File: src/sv/psaw_pkg.sv
package psaw_pkg;

    // fixed formats
    localparam int SAMPLE_BITS = 16;
    localparam int FRAC_BITS   = 20;
    localparam int ACC_W       = 48;
    localparam int GAIN_W      = 32;
    localparam int ERR_W       = SAMPLE_BITS + 1;
    localparam int XLO_W       = 24;
    localparam int MB_W        = XLO_W + 1;
    localparam int PROD_W      = GAIN_W + MB_W;
    localparam int MACC_W      = GAIN_W + ACC_W;
    localparam int U_W         = ACC_W + 4;
    localparam int ADDR_W      = 5;
    localparam int DATA_W      = 32;

    // register indexes
    localparam logic [2:0] REG_PROP  = 3'd0;
    localparam logic [2:0] REG_INT   = 3'd1;
    localparam logic [2:0] REG_DER   = 3'd2;
    localparam logic [2:0] REG_POLE  = 3'd3;
    localparam logic [2:0] REG_BACK  = 3'd4;
    localparam logic [2:0] REG_LLOW  = 3'd5;
    localparam logic [2:0] REG_LHIGH = 3'd6;
    localparam logic [2:0] REG_MODE  = 3'd7;

    // anti-windup modes
    localparam logic [1:0] MODE_NONE   = 2'd0;
    localparam logic [1:0] MODE_ICLAMP = 2'd1;
    localparam logic [1:0] MODE_COND   = 2'd2;
    localparam logic [1:0] MODE_BACK   = 2'd3;

    // datapath micro-ops
    localparam logic [3:0] OP_NONE   = 4'd0;
    localparam logic [3:0] OP_LOAD   = 4'd1;
    localparam logic [3:0] OP_PE     = 4'd2;
    localparam logic [3:0] OP_IE     = 4'd3;
    localparam logic [3:0] OP_DE     = 4'd4;
    localparam logic [3:0] OP_HALF1  = 4'd5;
    localparam logic [3:0] OP_SUM    = 4'd6;
    localparam logic [3:0] OP_HALF2  = 4'd7;
    localparam logic [3:0] OP_BC     = 4'd8;
    localparam logic [3:0] OP_ACC_LO = 4'd9;
    localparam logic [3:0] OP_ACC_HI = 4'd10;
    localparam logic [3:0] OP_INC    = 4'd11;
    localparam logic [3:0] OP_INT3   = 4'd12;
    localparam logic [3:0] OP_SUM3   = 4'd13;
    localparam logic [3:0] OP_OUT    = 4'd14;
    localparam logic [3:0] OP_DER    = 4'd15;

    // multiplier operand selects
    localparam logic [2:0] MA_PROP = 3'd0;
    localparam logic [2:0] MA_INT  = 3'd1;
    localparam logic [2:0] MA_DER  = 3'd2;
    localparam logic [2:0] MA_BACK = 3'd3;
    localparam logic [2:0] MA_POLE = 3'd4;

    localparam logic [1:0] MB_ERR = 2'd0;
    localparam logic [1:0] MB_XLO = 2'd1;
    localparam logic [1:0] MB_XHI = 2'd2;

    typedef struct packed {
        logic signed [SAMPLE_BITS-1:0] target;
        logic signed [SAMPLE_BITS-1:0] measured;
    } t_in;

    typedef struct packed {
        logic signed [SAMPLE_BITS-1:0] drive;
        logic                          at_limit;
    } t_out;

    typedef struct packed {
        logic signed [GAIN_W-1:0]      prop_gain;
        logic signed [GAIN_W-1:0]      int_half_gain;
        logic signed [GAIN_W-1:0]      deriv_gain;
        logic signed [GAIN_W-1:0]      deriv_pole;
        logic signed [GAIN_W-1:0]      backcalc_half_gain;
        logic signed [SAMPLE_BITS-1:0] limit_low;
        logic signed [SAMPLE_BITS-1:0] limit_high;
        logic [1:0]                    windup_mode;
    } t_cfg;

    typedef struct packed {
        logic [3:0] op;
        logic [2:0] ma;
        logic [1:0] mb;
    } t_cmd;

    typedef struct packed {
        logic out_free;
    } t_sts;

endpackage

File: src/sv/psaw_ctrl.sv
module psaw_ctrl (
    input  logic           i_clk,
    input  logic           i_rst_n,
    input  logic           i_valid,
    input  logic [1:0]     i_mode,
    input  psaw_pkg::t_sts i_sts,
    output logic           o_stall,
    output psaw_pkg::t_cmd o_cmd
);
    import psaw_pkg::*;

    localparam logic [4:0] S_IDLE  = 5'd0;
    localparam logic [4:0] S_MP    = 5'd1;
    localparam logic [4:0] S_MI    = 5'd2;
    localparam logic [4:0] S_MD    = 5'd3;
    localparam logic [4:0] S_DE    = 5'd4;
    localparam logic [4:0] S_HALF1 = 5'd5;
    localparam logic [4:0] S_SUM   = 5'd6;
    localparam logic [4:0] S_HALF2 = 5'd7;
    localparam logic [4:0] S_BLO   = 5'd8;
    localparam logic [4:0] S_BHI   = 5'd9;
    localparam logic [4:0] S_BADD  = 5'd10;
    localparam logic [4:0] S_BINC  = 5'd11;
    localparam logic [4:0] S_BINT  = 5'd12;
    localparam logic [4:0] S_BSUM  = 5'd13;
    localparam logic [4:0] S_OUT   = 5'd14;
    localparam logic [4:0] S_DLO   = 5'd15;
    localparam logic [4:0] S_DHI   = 5'd16;
    localparam logic [4:0] S_DADD  = 5'd17;
    localparam logic [4:0] S_DER   = 5'd18;

    logic [4:0] r_state, n_state;

    assign o_stall = (r_state != S_IDLE);

    // sequencer
    always_comb begin
        n_state  = r_state;
        o_cmd.op = OP_NONE;
        o_cmd.ma = MA_PROP;
        o_cmd.mb = MB_ERR;
        case (r_state)
            S_IDLE: if (i_valid) begin
                o_cmd.op = OP_LOAD;
                n_state  = S_MP;
            end
            S_MP: begin
                n_state = S_MI;
            end
            S_MI: begin
                o_cmd.op = OP_PE; o_cmd.ma = MA_INT; n_state = S_MD;
            end
            S_MD: begin
                o_cmd.op = OP_IE; o_cmd.ma = MA_DER; n_state = S_DE;
            end
            S_DE:    begin o_cmd.op = OP_DE;    n_state = S_HALF1; end
            S_HALF1: begin o_cmd.op = OP_HALF1; n_state = S_SUM;   end
            S_SUM:   begin o_cmd.op = OP_SUM;   n_state = S_HALF2; end
            S_HALF2: begin
                if (i_mode == MODE_BACK) begin
                    o_cmd.op = OP_BC; n_state = S_BLO;
                end else begin
                    o_cmd.op = OP_HALF2; n_state = S_OUT;
                end
            end
            S_BLO: begin
                o_cmd.ma = MA_BACK; o_cmd.mb = MB_XLO; n_state = S_BHI;
            end
            S_BHI: begin
                o_cmd.op = OP_ACC_LO; o_cmd.ma = MA_BACK; o_cmd.mb = MB_XHI;
                n_state = S_BADD;
            end
            S_BADD: begin o_cmd.op = OP_ACC_HI; n_state = S_BINC; end
            S_BINC: begin o_cmd.op = OP_INC;    n_state = S_BINT; end
            S_BINT: begin o_cmd.op = OP_INT3;   n_state = S_BSUM; end
            S_BSUM: begin o_cmd.op = OP_SUM3;   n_state = S_OUT;  end
            S_OUT: if (i_sts.out_free) begin
                o_cmd.op = OP_OUT;
                n_state  = S_DLO;
            end
            S_DLO: begin
                o_cmd.ma = MA_POLE; o_cmd.mb = MB_XLO; n_state = S_DHI;
            end
            S_DHI: begin
                o_cmd.op = OP_ACC_LO; o_cmd.ma = MA_POLE; o_cmd.mb = MB_XHI;
                n_state = S_DADD;
            end
            S_DADD: begin o_cmd.op = OP_ACC_HI; n_state = S_DER;  end
            S_DER:  begin o_cmd.op = OP_DER;    n_state = S_IDLE; end
            default: n_state = S_IDLE;
        endcase
    end

    always_ff @(posedge i_clk) begin
        if (!i_rst_n) begin
            r_state <= S_IDLE;
        end else begin
            r_state <= n_state;
        end
    end

    a_start: assert property (@(posedge i_clk) disable iff (!i_rst_n)
        (i_valid && !o_stall) |=> r_state == S_MP)
        else $error("accepted word did not start the sequence");

    a_hold: assert property (@(posedge i_clk) disable iff (!i_rst_n)
        (r_state == S_OUT && !i_sts.out_free) |=> r_state == S_OUT)
        else $error("result step left while output busy");

    a_done: assert property (@(posedge i_clk) disable iff (!i_rst_n)
        r_state == S_DER |=> !o_stall)
        else $error("sequence did not return to idle");

endmodule

File: config.mk
export PLATFORM = sky130hd
export DESIGN_NAME = psaw_ctrl
export DESIGN_NICKNAME = d
export VERILOG_FILES = /design/src/sv/psaw_pkg.sv /design/src/sv/psaw_ctrl.sv
export SDC_FILE = /design/constraint.sdc
export NUM_CORES = 1
export LEC_CHECK = 0
export BUFFER_PORTS_ARGS = -buffer_cell sky130_fd_sc_hd__buf_2
export CORE_MARGIN = 2
export CORE_UTILIZATION = 40
export DETAILED_ROUTE_END_ITERATION = 8
export PLACE_DENSITY = 0.74
export SLEW_MARGIN = 30
export SYNTH_ARGS = -nofsm -noshare
export SYNTH_HDL_FRONTEND = slang
export SYNTH_SLANG_ARGS = --single-unit
File: constraint.sdc
create_clock -name i_clk -period 1.7 [get_ports i_clk]
set_input_delay 0.34 -clock i_clk [delete_from_list [all_inputs] [get_ports i_clk]]
set_output_delay 0.34 -clock i_clk [all_outputs]
set_load 0.02 [all_outputs]
[Yosys cells after proc, flatten, opt, wreduce, memory -nomap -nowiden]
Index checks and enable logic that the tools add are counted.
Cells by class
  equality and inequality tests: 21
  multiplexer cells: 10
  reduce and logical (&&, ||, !) cells: 8
Operators with widths (count)
  $pmux 5 s18: 1
  $pmux 4 s14: 1
  $eq 5x4->1 const B: 8
  $eq 5x3->1 const B: 4
  $eq 5x5->1 const B: 3
  $pmux 3 s4: 1
  $eq 5x2->1 const B: 2
  $mux 5: 2
  $reduce_or 2->1: 5
  $mux 4: 2
  $eq 5x1->1 const B: 1
  $logic_not 5->1: 1
  $reduce_bool 5->1: 1
  $ne 2x2->1 const B: 2
  $pmux 2 s2: 1
  $mux 3: 1
  $eq 2x2->1 const B: 1
  $reduce_and 2->1: 1
  $mux 1: 1
Storage, ports and cells
  register bits: 5

[Depth between registers and ports, before layout]
Gate-level depths: netlist (run 1).
  depth after elaboration: 3
  mapped depth: 5
  depth with buffers taken out: 4

[Least setup slack after synthesis (run 1)]
OpenSTA, ideal clock, no wires.
  path type: reg-to-output
  start point: register r_state[3]
  end point: output o_cmd[4] in the netlist's numbering
  arrival time: 1.445 ns
  data required time: 1.360 ns
  path slack: -0.085 ns
  cell stages (with the launch flop): 4
  path buffers: 2
  cell sequence: dfxtp_1 buf_2 buf_2 o41ai_1
RTL lines
  start, declared: RTL line psaw_ctrl.sv:32  | logic [4:0] r_state, n_state;
  start signal, assigned: RTL line psaw_ctrl.sv:98  | r_state <= n_state;
  end, declared: RTL line psaw_ctrl.sv:8  | output psaw_pkg::t_cmd o_cmd

==> results of run 1 <==
[power breakdown]
part | internal (uW) | switching (uW)
clock | 88.6 | 45.8
combinational | 213 | 247
sequential | 132 | 25.1
[layout make-up]
| type | count | area (sq um) |
|---|---|---|
| clock buffer | 4 | 26.3 |
| timing repair buffer | 36 | 277 |
| multi-input combinational | 69 | 499 |
| inverter | 3 | 16.3 |
| fill | 99 | 364 |
| sequential | 5 | 116 |
| tap | 15 | 18.8 |
[through the flow]
stage               instance area [sq um]  TNS, ns
finish                                953   -0.464
global route                          953    -1.01
CTS                                   822   -0.308
detailed placement                    718        0
global placement                      718        0
floorplan                             579        0
[cells by family after synthesis]
logic type | share of synthesized area (%)
AO/OA/AOI/OAI | 33.0
multiplexers | 1.75
buffers and inverters | 11.2
XOR/XNOR | 1.53
flip-flops | 17.5
AND/OR/NAND/NOR | 35.0
[critical path, delay by kind of cell, from the launching register on]
kind	cells	cell delay [ns]
flops	1	0.37
compound gates	3	0.54
buf+inv	2	0.36
[final timing paths]
kind	cells after the start	slack, ns	from	endpoint
max	5	-0.15	r_state[0]	o_cmd[7]
min	2	0.36	i_rst_n	r_state[1]
max reg2reg	4	0.37	r_state[0]	r_state[4]
min reg2reg	1	0.52	r_state[4]	r_state[3]
[layer usage]
metal	vias to the layer above	share of wire, %	GRT usage (%)
met2	40	50	38.1
met3	10	5.8	3.04
met5	-	0	0
li1	376	-	-
met4	0	3.3	11.0
met1	365	41	28.2
[placed cells by master, fill, tap and decap left out, types with 2 or more instances in the layout]
cell type and instances:
buf_2 10, nand2_1 7, a21oi_1 9, o21ai_1 2, o31a_1 2, o21ai_0 5, buf_6 5, o21a_1 2
clkbuf_4 3, nor2b_2 3, nand2b_1 2, inv_4 2, a21oi_2 3, dfxtp_4 4, nor3_1 6, buf_4 20
nor2_1 2, nand3_1 3
[what timing repair did]
item	in CTS	in global routing
setup buffers	2	6
pin swaps	1	2
resized for setup	23	22
setup endpoints to repair	10	9
==> out/qor.csv, run 1 <==
metric,value,unit
cell taking the most area after synthesis,dfxtp_1,
synthesis-to-layout area growth,66.7,%
DPL Wire Length,1200,um
Max VDD drop,0.413,mV
Placed Cells incl. Taps,120,
syn_area_per_cell,6.65,sq um
Initial Utilization,43.4,%
# setup viols final,4,
CTS tree,done,
Finished Layout Cells,132,
DR pass1 iterations,4,
biggest registers after layout,r_state: 5 flops,
Overall Global Routing Usage,22.7,%
I/O Buffers,15,
htree depth,1,
Setup Skew,0.000567,ns
asr flop ratio synth,0,%
routed len/inst,16.6,um
Num CTS Buffers,3,
Worst-Skew Late Latency,0.24,ns
number of synthesized flops with an enable pin,0,
max FFs per register,5,
Overall Power,751,uW
Worst setup EP type,primary output,
CTS Sinks,5,
Yosys cell types,35,
fin. max-slew vios,0,
post-synthesis net count,92,
post-route ant nets,0,
Final #Nets,124,
register area share after synthesis,17.5,%
Least-Margin Pin Slew,0.409,ns
failing checks,setup timing,
largest net degree at the start of global routing,15,
most frequent cells after synthesis,"a21oi_1, nand2_1, buf_2, nor3_1, o21ai_0",
worst path cell trace,"buf_4, a31oi_1, o21ai_0, o21ai_0, buf_2",
critical path arrival,1.51,ns
Pleak,0.000404,uW
initial antenna violation count,0,
Die X,41.8,um
area of the core,1320,sq um
row count,13,
clk root buf,clkbuf_4,
Post-Syn Area,572,sq um
Synth Flop Type,dfxtp_1,
Final Cycle Share,109,%
I/O pin count,16,
"Slowest-stage cell, CP",dfxtp_4,
outcome,"finished, violations left",
worst setup slack after layout,-0.150,ns
worst path required time,1.36,ns
DRC Markers,0,
Synth warnings,0,
worst hold path type,input port to register,
"most used cell, CP",o21ai_0,
GP Congestion,0.965,
max-cap violation count,0,
vias in the first global route,700,
slew margin rel.,72.3,%
fmax,0.540,GHz
Ant. Diodes,0,
post-layout util,72.4,%
global-route wire length before repair,3190,um
share of layout cells above drive strength 1,53.8,%
GR Overflow Total,0,
endpoints failing hold,0,
CP max stage delay,0.37,ns
top cell type's share of synthesized area,17.5,%
Iter 0 DRT Violations,31,
CTS Hold Bufs,0,
Largest Register,r_state,
RSZ-0062 raised after global routing,yes,
critical path class,register to primary output,
Clock Pin Slew Worst Setup and Hold Paths,0.04,ns
routed via count,791,
Tmin final,1.85,ns
worst hold margin,0.365,ns
most common cell in the netlist,a21oi_1,
Pwr Density,788,nW/um^2
Synth area leaders,"dfxtp_1, a21oi_1, buf_2",
"FF+latch count, synth",5,
CTS Buffer Depth,2,
Mapped Cells,86,
Routed Wire Length,2190,um
CP max FO,8,
area of the die,1750,sq um
pre-CTS WS,0.0161,ns
die height,41.8,um
CP startpoint kind,register,
routed vias/inst,5.99,
Power figures use the tool's default switching activity.
==> run 2: changes to the inputs <==
Settings changed: CORE_MARGIN 2 to 1.5.
==> run 2 against run 1 <==
Compared with the run above:
- register-to-register slack worse by 0.15 ns
- worst hold slack worse by 0.0052 ns
- routed wire length up 12%
- the flow still finishes with violations (setup timing)
- via count up 8.6%
- die area down 4.7%
- global-route usage up 3.4 points
- highest routed layer unchanged
- setup slack worse by 0.088 ns
- largest power group unchanged
==> out/qor.csv, run 2 (synthesis gave the netlist of run 1 again) <==
metric,value,unit,change
Max VDD drop,0.548,mV,+33%
Switching Share,41.1,%,-1.3 points
routed len/inst,17.6,um,+5.8%
Iter 0 DRT Violations,40,,+29%
max-cap violation count,0,,unchanged
critical path class,register to primary output,,
met3 GRT Util,0,%,-3.0 points
clk root buf,clkbuf_4,,
endpoints failing hold,0,,unchanged
Initial Utilization,43.4,%,unchanged
Clk pwr share,16.6,%,-1.3 points
GP Congestion,0.928,,-3.9%
gr busiest metal,met2,,
DPL Wire Length,1200,um,+0.19%
failing checks,setup timing,,
Ant. Diodes,0,,unchanged
Placed Cells incl. Taps,122,,+1.7%
RSZ-0062 raised after global routing,yes,,
Routed Wire Length,2460,um,+12%
biggest registers after layout,r_state: 5 flops,,
met1 usage,34.5,%,+6.3 points
slew margin rel.,73.5,%,+1.2 points
max FFs per register,5,,unchanged
I/O Buffers,15,,unchanged
Worst-Skew Late Latency,0.24,ns,about the same
worst setup slack after layout,-0.238,ns,-0.0877 ns
CTS Hold Bufs,0,,unchanged
routed vias/inst,6.14,,+2.4%
Tmin final,1.94,ns,+0.0877 ns
largest net degree at the start of global routing,12,,-3
GR Overflow Total,0,,unchanged
I/O pin count,16,,unchanged
post-route ant nets,0,,unchanged
routed via count,859,,+8.6%
DRC Markers,0,,unchanged
Seq pwr share,20.0,%,-0.9 points
P_sw,336,uW,+5.5%
htree depth,1,,unchanged
critical path arrival,1.60,ns,+0.09 ns
global-route wire length before repair,2940,um,-7.8%
share of layout cells above drive strength 1,56.8,%,+3.0 points
area of the die,1670,sq um,-4.7%
outcome,"finished, violations left",,
Combinational Power Share,63.4,%,+2.2 points
fin. max-slew vios,0,,unchanged
Int Pwr,482,uW,+11%
most frequent cells in the layout,"buf_4, buf_6, a21oi_1, nor3_1, buf_2",,
Reg2Reg Setup Slack,0.22,ns,-0.15 ns
initial antenna violation count,0,,unchanged
synthesis-to-layout area growth,84.0,%,
Die X,40.8,um,-2.4%
vias in the first global route,662,,-5.4%
Largest Register,r_state,,
CP startpoint kind,register,,
FILL cells,83,,-16%
Pwr Density,777,nW/um^2,-1.4%
CTS Buffer Depth,2,,unchanged
CP max FO,7,,-1
worst path required time,1.36,ns,about the same
"most common cell after layout, fill and taps aside",buf_4,,
# setup viols final,8,,+4
Setup Skew,0.00318,ns,+0.00262 ns
DR pass1 iterations,4,,unchanged
Overall Global Routing Usage,26.2,%,+3.4 points
Num CTS Buffers,3,,unchanged
CTS Sinks,5,,unchanged
Clock Pin Slew Worst Setup and Hold Paths,0.04,ns,about the same
Worst setup EP type,primary output,,
fmax,0.516,GHz,-4.5%
Final #Nets,132,,+6.5%
area of the core,1320,sq um,unchanged
worst hold path type,input port to register,,
Least-Margin Pin Slew,0.391,ns,-0.0184 ns
Finished Layout Cells,140,,+6.1%
CTS tree,done,,
row count,13,,unchanged
Pleak,0.000454,uW,+12%
met2 Use GR,44.9,%,+6.8 points
Overall Power,818,uW,+8.8%
Final Cycle Share,114,%,+5.2 points
die height,40.8,um,-2.4%
[run 2: cell count changes in the layout (fill, tap and decap cells not counted), sizes merged]
cell    previous run  this run
clkbuf             4         5
buf               36        43
[run 2: worst max-delay path, stage by stage, from the launching register on]
cell and delay, ns:
dfxtp_4 0.36, buf_6 0.13, buf_4 0.16, nor3b_2 0.17
a21oi_1 0.07, nor3_1 0.25, buf_4 0.21
[run 2: cell type report]
class,count,area [sq um],area share [%]
Multi-Input combinational cell,69,504,47.9
Timing Repair Buffer,44,373,35.4
Sequential cell,5,119,11.3
Clock buffer,4,26.3,2.50
Tap cell,15,18.8,1.78
Inverter,3,11.3,1.07
[run 2: metrics by stage]
stage / hold slack (ns) / setup slack [ns] / utilization, % / TNS (ns) / cell area (sq um)
CTS: 0.341 / -0.0864 / 71.8 / -0.184 / 946
global route: 0.342 / -0.274 / 79.9 / -1.25 / 1050
floorplan: 0.458 / 0.0374 / - / 0 / 579
global placement: 0.592 / 0.0284 / 55.7 / 0 / 733
finish: 0.360 / -0.238 / 79.9 / -0.779 / 1050
detailed placement: 0.601 / 0.00966 / 55.7 / 0 / 733
[run 2: what timing repair did]
action | 4_1_cts | 5_1_grt
buffers inserted | 11 | 3
endpoints found under the setup margin | 10 | 10
pin swaps | 3 | 8
resized for setup | 34 | 26
[run 2: routing by layer]
layer  vias up  share of wire [%]  wire length (um)
li1        395                  -                 -
met1       390                 38               940
met2        61                 52              1270
met3        13                7.0               172
met4         0                3.2                79
met5         -                  0                 0
[run 2: path summary, 6_finish.rpt]
| kind | start | end | depth (start not counted) |
|---|---|---|---|
| worst max-delay path | r_state[3] | o_cmd[1] | 6 |
| worst min-delay path | i_rst_n | r_state[2] | 2 |
| worst max register to register | r_state[3] | r_state[0] | 7 |
| worst min register to register | r_state[0] | r_state[0] | 1 |
[run 2: power groups by stage]
stage / combinational, uW / clock [uW] / sequential, uW
after floorplan: 231 / 0 / 140
after global placement: 329 / 0 / 160
after detailed placement: 331 / 0 / 160
after CTS: 426 / 145 / 158
after global routing: 545 / 151 / 163
final: 518 / 136 / 164
