**config.mk**
```make
export PLATFORM = sky130hd
export DESIGN_NAME = psaw_regs
export DESIGN_NICKNAME = d
export VERILOG_FILES = /design/src/sv/psaw_pkg.sv /design/src/sv/psaw_regs.sv
export SDC_FILE = /design/constraint.sdc
export NUM_CORES = 1
export LEC_CHECK = 0
export ABC_CLOCK_PERIOD_IN_PS = 1300
export BUFFER_PORTS_ARGS = -buffer_cell sky130_fd_sc_hd__buf_2
export CORE_ASPECT_RATIO = 1.75
export CORE_MARGIN = 1
export CORE_UTILIZATION = 46
export CTS_CLUSTER_DIAMETER = 120
export DETAILED_ROUTE_END_ITERATION = 7
export GPL_TIMING_DRIVEN = 0
export PLACE_DENSITY = 0.74
export SLEW_MARGIN = 20
export SYNTH_ARGS = -nofsm -noshare
export SYNTH_HDL_FRONTEND = slang
export SYNTH_SLANG_ARGS = --single-unit
```
**constraint.sdc**
```tcl
create_clock -name i_clk -period 1.3 [get_ports i_clk]
set_clock_uncertainty 0.05 [all_clocks]
set_input_delay 0.065 -clock i_clk [delete_from_list [all_inputs] [get_ports i_clk]]
set_output_delay 0.065 -clock i_clk [all_outputs]
set_load 0.005 [all_outputs]
```
**src/sv/psaw_pkg.sv**
```systemverilog
package psaw_pkg;

    // fixed formats
    localparam int SAMPLE_BITS = 16;
    localparam int FRAC_BITS   = 20;
    localparam int ACC_W       = 48;
    localparam int GAIN_W      = 32;
    localparam int ERR_W       = SAMPLE_BITS + 1;
    localparam int XLO_W       = 24;
    localparam int MB_W        = XLO_W + 1;
    localparam int PROD_W      = GAIN_W + MB_W;
    localparam int MACC_W      = GAIN_W + ACC_W;
    localparam int U_W         = ACC_W + 4;
    localparam int ADDR_W      = 5;
    localparam int DATA_W      = 32;

    // register indexes
    localparam logic [2:0] REG_PROP  = 3'd0;
    localparam logic [2:0] REG_INT   = 3'd1;
    localparam logic [2:0] REG_DER   = 3'd2;
    localparam logic [2:0] REG_POLE  = 3'd3;
    localparam logic [2:0] REG_BACK  = 3'd4;
    localparam logic [2:0] REG_LLOW  = 3'd5;
    localparam logic [2:0] REG_LHIGH = 3'd6;
    localparam logic [2:0] REG_MODE  = 3'd7;

    // anti-windup modes
    localparam logic [1:0] MODE_NONE   = 2'd0;
    localparam logic [1:0] MODE_ICLAMP = 2'd1;
    localparam logic [1:0] MODE_COND   = 2'd2;
    localparam logic [1:0] MODE_BACK   = 2'd3;

    // datapath micro-ops
    localparam logic [3:0] OP_NONE   = 4'd0;
    localparam logic [3:0] OP_LOAD   = 4'd1;
    localparam logic [3:0] OP_PE     = 4'd2;
    localparam logic [3:0] OP_IE     = 4'd3;
    localparam logic [3:0] OP_DE     = 4'd4;
    localparam logic [3:0] OP_HALF1  = 4'd5;
    localparam logic [3:0] OP_SUM    = 4'd6;
    localparam logic [3:0] OP_HALF2  = 4'd7;
    localparam logic [3:0] OP_BC     = 4'd8;
    localparam logic [3:0] OP_ACC_LO = 4'd9;
    localparam logic [3:0] OP_ACC_HI = 4'd10;
    localparam logic [3:0] OP_INC    = 4'd11;
    localparam logic [3:0] OP_INT3   = 4'd12;
    localparam logic [3:0] OP_SUM3   = 4'd13;
    localparam logic [3:0] OP_OUT    = 4'd14;
    localparam logic [3:0] OP_DER    = 4'd15;

    // multiplier operand selects
    localparam logic [2:0] MA_PROP = 3'd0;
    localparam logic [2:0] MA_INT  = 3'd1;
    localparam logic [2:0] MA_DER  = 3'd2;
    localparam logic [2:0] MA_BACK = 3'd3;
    localparam logic [2:0] MA_POLE = 3'd4;

    localparam logic [1:0] MB_ERR = 2'd0;
    localparam logic [1:0] MB_XLO = 2'd1;
    localparam logic [1:0] MB_XHI = 2'd2;

    typedef struct packed {
        logic signed [SAMPLE_BITS-1:0] target;
        logic signed [SAMPLE_BITS-1:0] measured;
    } t_in;

    typedef struct packed {
        logic signed [SAMPLE_BITS-1:0] drive;
        logic                          at_limit;
    } t_out;

    typedef struct packed {
        logic signed [GAIN_W-1:0]      prop_gain;
        logic signed [GAIN_W-1:0]      int_half_gain;
        logic signed [GAIN_W-1:0]      deriv_gain;
        logic signed [GAIN_W-1:0]      deriv_pole;
        logic signed [GAIN_W-1:0]      backcalc_half_gain;
        logic signed [SAMPLE_BITS-1:0] limit_low;
        logic signed [SAMPLE_BITS-1:0] limit_high;
        logic [1:0]                    windup_mode;
    } t_cfg;

    typedef struct packed {
        logic [3:0] op;
        logic [2:0] ma;
        logic [1:0] mb;
    } t_cmd;

    typedef struct packed {
        logic out_free;
    } t_sts;

endpackage

```
**src/sv/psaw_regs.sv**
```systemverilog
module psaw_regs (
    input  logic                          i_clk,
    input  logic                          i_rst_n,
    input  logic                          psel,
    input  logic                          penable,
    input  logic                          pwrite,
    input  logic [psaw_pkg::ADDR_W-1:0]   paddr,
    input  logic [psaw_pkg::DATA_W-1:0]   pwdata,
    output logic [psaw_pkg::DATA_W-1:0]   prdata,
    output logic                          pready,
    output psaw_pkg::t_cfg                o_cfg
);
    import psaw_pkg::*;

    t_cfg       r_cfg;
    logic [2:0] idx;
    logic       wr_en;

    assign idx    = paddr[ADDR_W-1:2];
    assign wr_en  = psel && penable && pwrite;
    assign pready = 1'b1;
    assign o_cfg  = r_cfg;

    // register writes
    always_ff @(posedge i_clk) begin
        if (!i_rst_n) begin
            r_cfg.prop_gain          <= '0;
            r_cfg.int_half_gain      <= '0;
            r_cfg.deriv_gain         <= '0;
            r_cfg.deriv_pole         <= '0;
            r_cfg.backcalc_half_gain <= '0;
            r_cfg.limit_low          <= {1'b1, {(SAMPLE_BITS-1){1'b0}}};
            r_cfg.limit_high         <= {1'b0, {(SAMPLE_BITS-1){1'b1}}};
            r_cfg.windup_mode        <= MODE_NONE;
        end else if (wr_en) begin
            case (idx)
                REG_PROP:  r_cfg.prop_gain          <= pwdata;
                REG_INT:   r_cfg.int_half_gain      <= pwdata;
                REG_DER:   r_cfg.deriv_gain         <= pwdata;
                REG_POLE:  r_cfg.deriv_pole         <= pwdata;
                REG_BACK:  r_cfg.backcalc_half_gain <= pwdata;
                REG_LLOW:  r_cfg.limit_low          <= pwdata[SAMPLE_BITS-1:0];
                REG_LHIGH: r_cfg.limit_high         <= pwdata[SAMPLE_BITS-1:0];
                REG_MODE:  r_cfg.windup_mode        <= pwdata[1:0];
                default: ;
            endcase
        end
    end

    // read mux
    always_comb begin
        case (idx)
            REG_PROP:  prdata = r_cfg.prop_gain;
            REG_INT:   prdata = r_cfg.int_half_gain;
            REG_DER:   prdata = r_cfg.deriv_gain;
            REG_POLE:  prdata = r_cfg.deriv_pole;
            REG_BACK:  prdata = r_cfg.backcalc_half_gain;
            REG_LLOW:  prdata = DATA_W'({r_cfg.limit_low});
            REG_LHIGH: prdata = DATA_W'({r_cfg.limit_high});
            REG_MODE:  prdata = DATA_W'(r_cfg.windup_mode);
            default:   prdata = '0;
        endcase
    end

endmodule

```
# == Word level (Yosys, flattened, before mapping) ==
# Cells that the tools add are included.
# totals
register_bits,194
latch_bits,0
ramBits,0
rom_bits,0
inputBits,42
output_inout_bits,227
elab_cells,27
n_memories,0
# classes
n_addsub,0
mul,0
div,0
magnitude_cmp,0
n_eq_ne,7
shift,0
n_mux,1
n_bitwise,0
n_reduce_logical,11
# op_table
op,count
32-bit case mux with 8 select lines,1
2-bit AND reduction,8
3-bit equality test (second input constant),4
3-bit by 2-bit equality test with 1-bit output (second input constant),2
3-bit by 1-bit equality test with 1-bit output (second input constant),1
3-bit zero test,1
1-bit logical AND,2

# == Logic depth before layout (Yosys ltp) ==
# Gate-level depths: netlist of the first run.
# depth
depth_word,3
ltp_mapped,7
ltp_nobuf,4

# == Worst setup path after synthesis of the first run ==
# OpenSTA, ideal clock, no wires.
# synth_timing
kind,input -> register
from,input paddr[4] in the netlist's numbering
to,register r_cfg (netlist bit o_cfg[87])
setup_ns,0.125
arrival_time_ns,1.058
required_time_ns,1.125
slack_ns,0.067
cell_stages,7
path_buffers,3
path_cell_list,buf_4 nand2b_4 or2_2 buf_6 buf_2 nand3_1 o21ai_0
# synth_between
elab_chain_len,2
# synth_rtl
element,line,rtl
start: declaration,psaw_regs.sv:7,"input logic [psaw_pkg::ADDR_W-1:0] paddr,"
3-bit by 2-bit equality test with 1-bit output,psaw_regs.sv:36,case (idx)
2-bit AND reduction (no source line),-,
end: declaration,psaw_regs.sv:15,t_cfg r_cfg;
# Every way passes these cells.
# A chain may end at the register's enable or synchronous reset.

# == Worst setup path after layout of the first run ==
# layout_timing
from,register r_cfg (netlist bit o_cfg[113])
to,output prdata[15] in the netlist's numbering
# layout_between
elab_chain_len,1
# layout_rtl
element,line,rtl
32-bit case mux with 8 select lines,psaw_regs.sv:52,case (idx)
end: declaration,psaw_regs.sv:9,"output logic [psaw_pkg::DATA_W-1:0] prdata,"
# Every way passes these cells.

==> results of run 1 <==
-- worst max path at each step --
stage | startpoint | end | slack (ns) | depth (start not counted)
2_1_floorplan | paddr[4] | o_cfg[87] | 0.07 | 7
5_1_grt | o_cfg[45] | prdata[11] | -0.38 | 4
3_3_place_gp | paddr[2] | prdata[3] | -0.89 | 7
4_1_cts | o_cfg[13] | prdata[11] | -0.33 | 4
6_report | o_cfg[113] | prdata[15] | -0.34 | 4
3_5_place_dp | paddr[2] | prdata[3] | -0.92 | 7
-- final cells by class --
| class | instances | share of cell area [%] |
|---|---|---|
| flip-flops and latches | 194 | 35.03 |
| multi-input cells | 627 | 32.23 |
| repair buffers | 375 | 19.61 |
| plain buffers | 90 | 4.854 |
| clock buffers | 19 | 3.861 |
| well taps | 227 | 2.476 |
| clock inverters | 13 | 1.309 |
| inverters | 19 | 0.6217 |
-- cells in the mapped netlist (all sizes together), types with 6 or more instances --
cell type and number:
mux4 16, inv 19, nor2 23, nand2b 6, o211ai 10, a21oi 16
nand3 193, o221a 10, clkbuf 38, buf 53, nand2 95, dfxtp 194
mux2i 24, o21ai 194
-- per-layer routing --
metal / part of all wire (%) / GRT usage, %
met1: 33 / 39.27
met2: 49 / 63.80
met3: 9.3 / 8.728
met4: 8.4 / 29.52
met5: 0 / 0
-- cell families (layout without fill, tap and decap cells) --
logic type,Yosys count,count (layout),synth area share (%)
AND/OR/NAND/NOR,336,336,19.78
AO/OA/AOI/OAI,247,247,17.10
flip-flops,194,194,48.30
buffers and inverters,110,516,6.645
multiplexers,43,43,8.123
other,1,1,0.04664
-- where the power goes --
part           switching, mW  leakage (nW)  internal, mW
combinational          0.702          3.28         0.438
sequential            0.0351          1.61          5.99
clock                   2.42         0.284          2.93
total                   3.15          5.18          9.36
-- cells in the final DEF (no fill, tap or decap), types with 3 or more instances in the layout --
master / Yosys / layout
o21ai_1: 19 / 31
nor2_1: 23 / 20
inv_6: 0 / 3
clkbuf_1: 37 / 20
clkbuf_2: 1 / 7
buf_12: 2 / 3
or2_2: 3 / 3
inv_2: 0 / 14
buf_4: 7 / 89
buf_6: 4 / 8
o211ai_1: 10 / 10
a31oi_1: 5 / 5
o21ai_2: 0 / 6
clkbuf_16: 0 / 17
dlygate4sd3_1: 0 / 32
inv_1: 19 / 5
o21ai_0: 175 / 157
a22o_1: 3 / 3
o221a_2: 10 / 10
dfxtp_2: 0 / 108
a32oi_1: 4 / 4
mux4_2: 11 / 16
clkbuf_4: 0 / 6
mux2i_1: 24 / 23
nand3_1: 193 / 193
dfxtp_1: 194 / 86
nand2_1: 94 / 94
buf_2: 25 / 284
a21oi_1: 16 / 10
a21oi_2: 0 / 6
clkbuf_8: 0 / 3
nand2b_1: 5 / 5
clkinvlp_4: 0 / 3
nor2b_1: 4 / 3
buf_1: 15 / 14
-- repair_timing --
item / in CTS / in global routing
endpoints found under the hold margin: 111 / 0
pin swaps: 32 / 10
gates resized for setup: 168 / 62
hold buffers: 32 / 0
setup buffers: 72 / 7
setup endpoints to repair: 32 / 95
-- stage by stage --
step	TNS (ns)	instance area [um2]	setup WS, ns	hold WS, ns
floorplan	0	8040	0.06726	0.1390
global route	-9.711	11470	-0.3758	0.1538
detailed placement	-74.92	9646	-0.9232	0.2462
finish	-8.318	11470	-0.3361	0.1300
global placement	-65.47	9646	-0.8900	0.2404
CTS	-7.885	11340	-0.3318	0.1296
-- worst min-delay path, cell delays in order --
cell	delay, ns
buf_2	0.11
nand4_2	0.13
nor2_1	0.11
o21ai_0	0.15
==> results by group, run 1 <==
Routing
  – DRT iter0 DRCs: 618
  – DRC Markers: 0
  – DR vias/cell: 5.919
  – Final wirelength: 34150 um
  – Wire per inst: 21.84 um
  – Post-route ant nets: 0
  – Vias: 9257
  – Pre-antenna DRT Iters: 6

Cells and area
  – N_diodes: 0
  – Share of layout cells above drive strength 1: 45.62%
  – Reg area: 4019 um2
  – Final cell count without fillers: 1564
  – Fillcell total: 1445
  – Area grow syn2layout: 42.67%
  – Final Util: 67.37%
  – Largest register FFs: 194
  – Area of the multi-input gates: 3697 um2
  – Nets: 1366

STA
  – Final period util: 125.9%
  – Final setup viols: 32
  – Max Clk Rate: 611.2 MHz
  – Relative max-transition margin: 40.68%
  – RSZ-0062 raised after global routing: true
  – Fin. Hold Viols: 0
  – Max-slew violation count: 0
  – Setup slack after layout: -0.3361 ns
  – Worst Max-Slew Pin Slew: 0.8898 ns
  – Fin crit period: 1.636 ns

Clock tree
  – Inserted Clock Buffers: 17
  – Clock latency on the worst-skew pair: 0.42 ns
  – Clock transition at the registers of the reported paths: 0.07 ns
  – CTS tree: built
  – CTS max path bufs: 2
  – CTS Root Cell: clkbuf_16
  – H-tree depth: 4
  – Clock sink count: 194

Yosys
  – Asr flop ratio synth: 0%
  – Sequential fraction of the synthesis area: 48.30%
  – Post-synth net total: 973
  – Count of cell types in the netlist: 40
  – Post-synth top area share: 48.30%
  – Yosys top cell by area: dfxtp_1
  – Number of flops mapped to enable cells by yosys: 0
  – Synth top area cells: dfxtp_1 (48%), nand3_1 (12%), o21ai_0 (11%)
  – Cell count after synthesis: 931
  – Post-synth top flop: dfxtp_1
  – Yosys reg bits: 194
  – Syn avg cell area: 8.636 um2
  – Synth Cell Area: 8040 um2
  – Synth warnings: 0

Critical path
  – Crit end category: output port
  – CP Cell Sequence: nand2b_1 > a221o_1 > a31oi_1 > buf_2
  – Reg2reg setup slack: 0.38 ns
  – Critical path peak fanout: 2
  – Crit-path leading delay family: compound AO/OA/AOI/OAI gates
  – Critical R2R Capture: o_cfg[128]
  – R2R Path Start: o_cfg[128]
  – Crit path buf inv count: 1
  – Worst setup SP type: flip-flop
  – WP data required: 1.19 ns
  – Worst path slowest cell: dfxtp_2
  – Setup CP Type: flip-flop to output port
  – Peak per-stage delay on the critical path: 0.34 ns
  – Reg2Reg Depth: 4
  – Arrival @ worst endpoint: 1.52 ns

Min path
  – Hold Path Depth: 4
  – Hold endpoint: o_cfg[0]
  – Hold Crit Start: penable
  – Hold Path Class: primary input to flip-flop

Floorplanning
  – Total core area: 17030 um2
  – Std cell rows: 63
  – Starting Density: 47.22%
  – Die H: 176.9 um
  – IO Pins: 269
  – Die width: 101.9 um
  – DIE AREA: 18030 um2

Power and ir drop
  – VDD IR max: 0.7418 mV
  – Pwr dens: 1091 nW/um2
  – Leak Pwr: 5.177 nW
  – Total chip power: 12.51 mW

Outcome
  – Failing checks: setup timing
  – Status: finished with violations

Global route
  – Remaining Overflow, GRT: 0
  – Total Routing Usage GR: 37.62%
  – Pin count of the biggest net entering global routing: 18
  – Initial antenna violation count: 0
  – Number of global-route vias before repair: 8767
  – First-pass GRT wire length: 49510 um

Flow run
  – Max cap viols: 0

Placed design
  – I/O Buffers: 264
  – DP Cell Count: 1422
  – Post-DP HPWL: 23280 um
  – Final Wtd Congestion: 0.8778
(Power assumes the default switching activity.)
==> run 2: changes to the inputs <==
ABC_CLOCK_PERIOD_IN_PS = 2100   (was 1300)
CORE_UTILIZATION = 54   (was 46)
PLACE_DENSITY = 0.82   (was 0.74)
clock period = 2.1 ns   (was 1.3 ns; I/O delays follow)
==> results by group, run 2 (same netlist as run 1, synthesis figures left out) <==
Cells and area
  – Post-route cell area: 10470 um2
  – Largest register FFs: 194
  – Share of layout cells above drive strength 1: 29.16%
  – Most frequent cells in the layout: buf_2 (289), dfxtp_1 (194), nand3_1 (193)
  – Nets: 1287
  – Most common cell after layout, fill and taps aside: buf_2
  – Fillcell total: 1182
  – Area grow syn2layout: 30.22%
  – Final cell count without fillers: 1437

Placed design
  – DP Cell Count: 1375
  – Area after DPL: 9587 um2
  – Final Wtd Congestion: 0.9442
  – I/O Buffers: 264
  – Post-DP HPWL: 22350 um

Outcome
  – Status: finished with violations
  – Failing checks: setup timing

Critical path
  – R2R Path Start: o_cfg[164]
  – Reg2reg setup slack: 1.32 ns
  – WP data required: 1.95 ns
  – Reg2Reg Depth: 2
  – Arrival @ worst endpoint: 1.96 ns
  – Worst setup SP type: primary input
  – Setup crit start: paddr[2]
  – Crit end category: output port
  – Critical path peak fanout: 10
  – Setup CP Type: primary input to output port

Power and ir drop
  – Switching share of power: 24.87%
  – Pwr dens: 715.8 nW/um2
  – Comb pwr share: 8.5%
  – Share of power burned in registers: 49.8%
  – Clock Power Share: 41.7%
  – Pint: 5.630 mW
  – VDD IR max: 0.5711 mV
  – Leak Pwr: 4.627 nW
  – Net Sw Power: 1.864 mW

Global route
  – Met3 GRT Util: 8.240%
  – Busiest grt layer: met2
  – First-pass GRT wire length: 46400 um
  – Total Routing Usage GR: 40.82%
  – GR Util met1: 45.11%
  – Remaining Overflow, GRT: 0
  – Initial antenna violation count: 2
  – Grt met2 use: 68.25%
  – Pin count of the biggest net entering global routing: 17
  – Number of global-route vias before repair: 8255

STA
  – Relative max-transition margin: 50.84%
  – Final setup viols: 1
  – Fin. Hold Viols: 0
  – RSZ-0062 raised after global routing: false
  – Setup TNS: -0.01439 ns
  – Fin crit period: 2.114 ns
  – Worst Max-Slew Pin Slew: 0.7374 ns
  – Max Clk Rate: 472.9 MHz
  – Setup slack after layout: -0.01439 ns
  – Max-slew violation count: 0
  – Hold slack final: 0.1386 ns
  – Final period util: 100.7%

Clock tree
  – H-tree depth: 4
  – Inserted Clock Buffers: 17
  – CTS Root Cell: clkbuf_16
  – Post-CTS setup buffer count: 0
  – Clock transition at the registers of the reported paths: 0.07 ns
  – Clock latency on the worst-skew pair: 0.43 ns
  – Clock sink count: 194
  – CTS max path bufs: 2
  – CTS tree: built

Routing
  – DR vias/cell: 6.200
  – Post-route ant nets: 0
  – Vias: 8909
  – Wire per inst: 22.09 um
  – DRT iter0 DRCs: 728
  – DRC Markers: 0
  – Final wirelength: 31740 um
  – Pre-antenna DRT Iters: 5

Floorplanning
  – DIE AREA: 15400 um2
  – Starting Density: 55.67%
  – Std cell rows: 58
  – Total core area: 14440 um2
  – Die H: 163.4 um
  – Die width: 94.24 um
  – IO Pins: 269

Min path
  – Hold Path Depth: 4
  – Hold Crit Start: penable
  – Hold Path Class: primary input to flip-flop

Flow run
  – Max cap viols: 0
## run 2: cell types whose count changed in the layout (fill, tap and decap cells not counted), sizes merged
cell | before | now
clkinv | 3 | 2
diode | 0 | 2
buf | 399 | 317
inv | 24 | 22
clkinvlp | 3 | 4
clkbuf | 53 | 56
bufinv | 2 | 1
## run 2: power by group through the flow
stage / clock network (mW) / logic (mW) / registers [mW]
3_5_place_dp: 0 / 0.563 / 3.81
6_report: 3.13 / 0.636 / 3.73
5_1_grt: 3.26 / 0.665 / 3.73
2_1_floorplan: 0 / 0.309 / 3.81
4_1_cts: 3.10 / 0.612 / 3.73
3_3_place_gp: 0 / 0.557 / 3.81
## run 2: area by class of cell
cell class	instances	area (um2)	share of cell area, %
inverter	19	71.32	0.6812
tap	180	225.2	2.151
multi-input combinational	627	3622	34.60
sequential	194	3884	37.09
clock inverter	10	103.9	0.9919
timing repair buffer	296	1642	15.68
buffer	90	464.2	4.434
antenna	2	5.005	0.04780
clock buffer	19	452.9	4.326
## run 2: critical path, stage by stage
cell and delay, ns:
buf_2 0.09, buf_4 0.17, clkbuf_1 0.49, clkbuf_1 0.58, nand2_1 0.10, a21oi_1 0.25
buf_2 0.16
## run 2: layer usage
layer  wire [um]  part of all wire [%]
met1       10630                    33
met4        2367                   7.5
met3        3145                   9.9
met2       15600                    49
met5           0                     0
## run 2: final timing paths
kind | endpoint
worst min-delay path | o_cfg[1]
worst max register to register | o_cfg[164]
worst max-delay path | prdata[11]
worst min register to register | o_cfg[8]
## run 2: timing repair
item / 4_1_cts / 5_1_grt
endpoints found under the hold margin: 66 / 0
gates cloned: 0 / 0
hold buffers: 32 / 0
setup endpoints to repair: 11 / 4
resized for setup: 2 / 4
## run 2: through the flow
step           power (mW)  util [%]  setup slack, ns
4_1_cts             7.444     72.47          0.06094
5_1_grt             7.654     72.50         0.008068
2_1_floorplan       4.121         -           0.8053
3_5_place_dp        4.376     66.38          -0.1306
6_report            7.494     72.50         -0.01439
3_3_place_gp        4.370     66.38         -0.06846
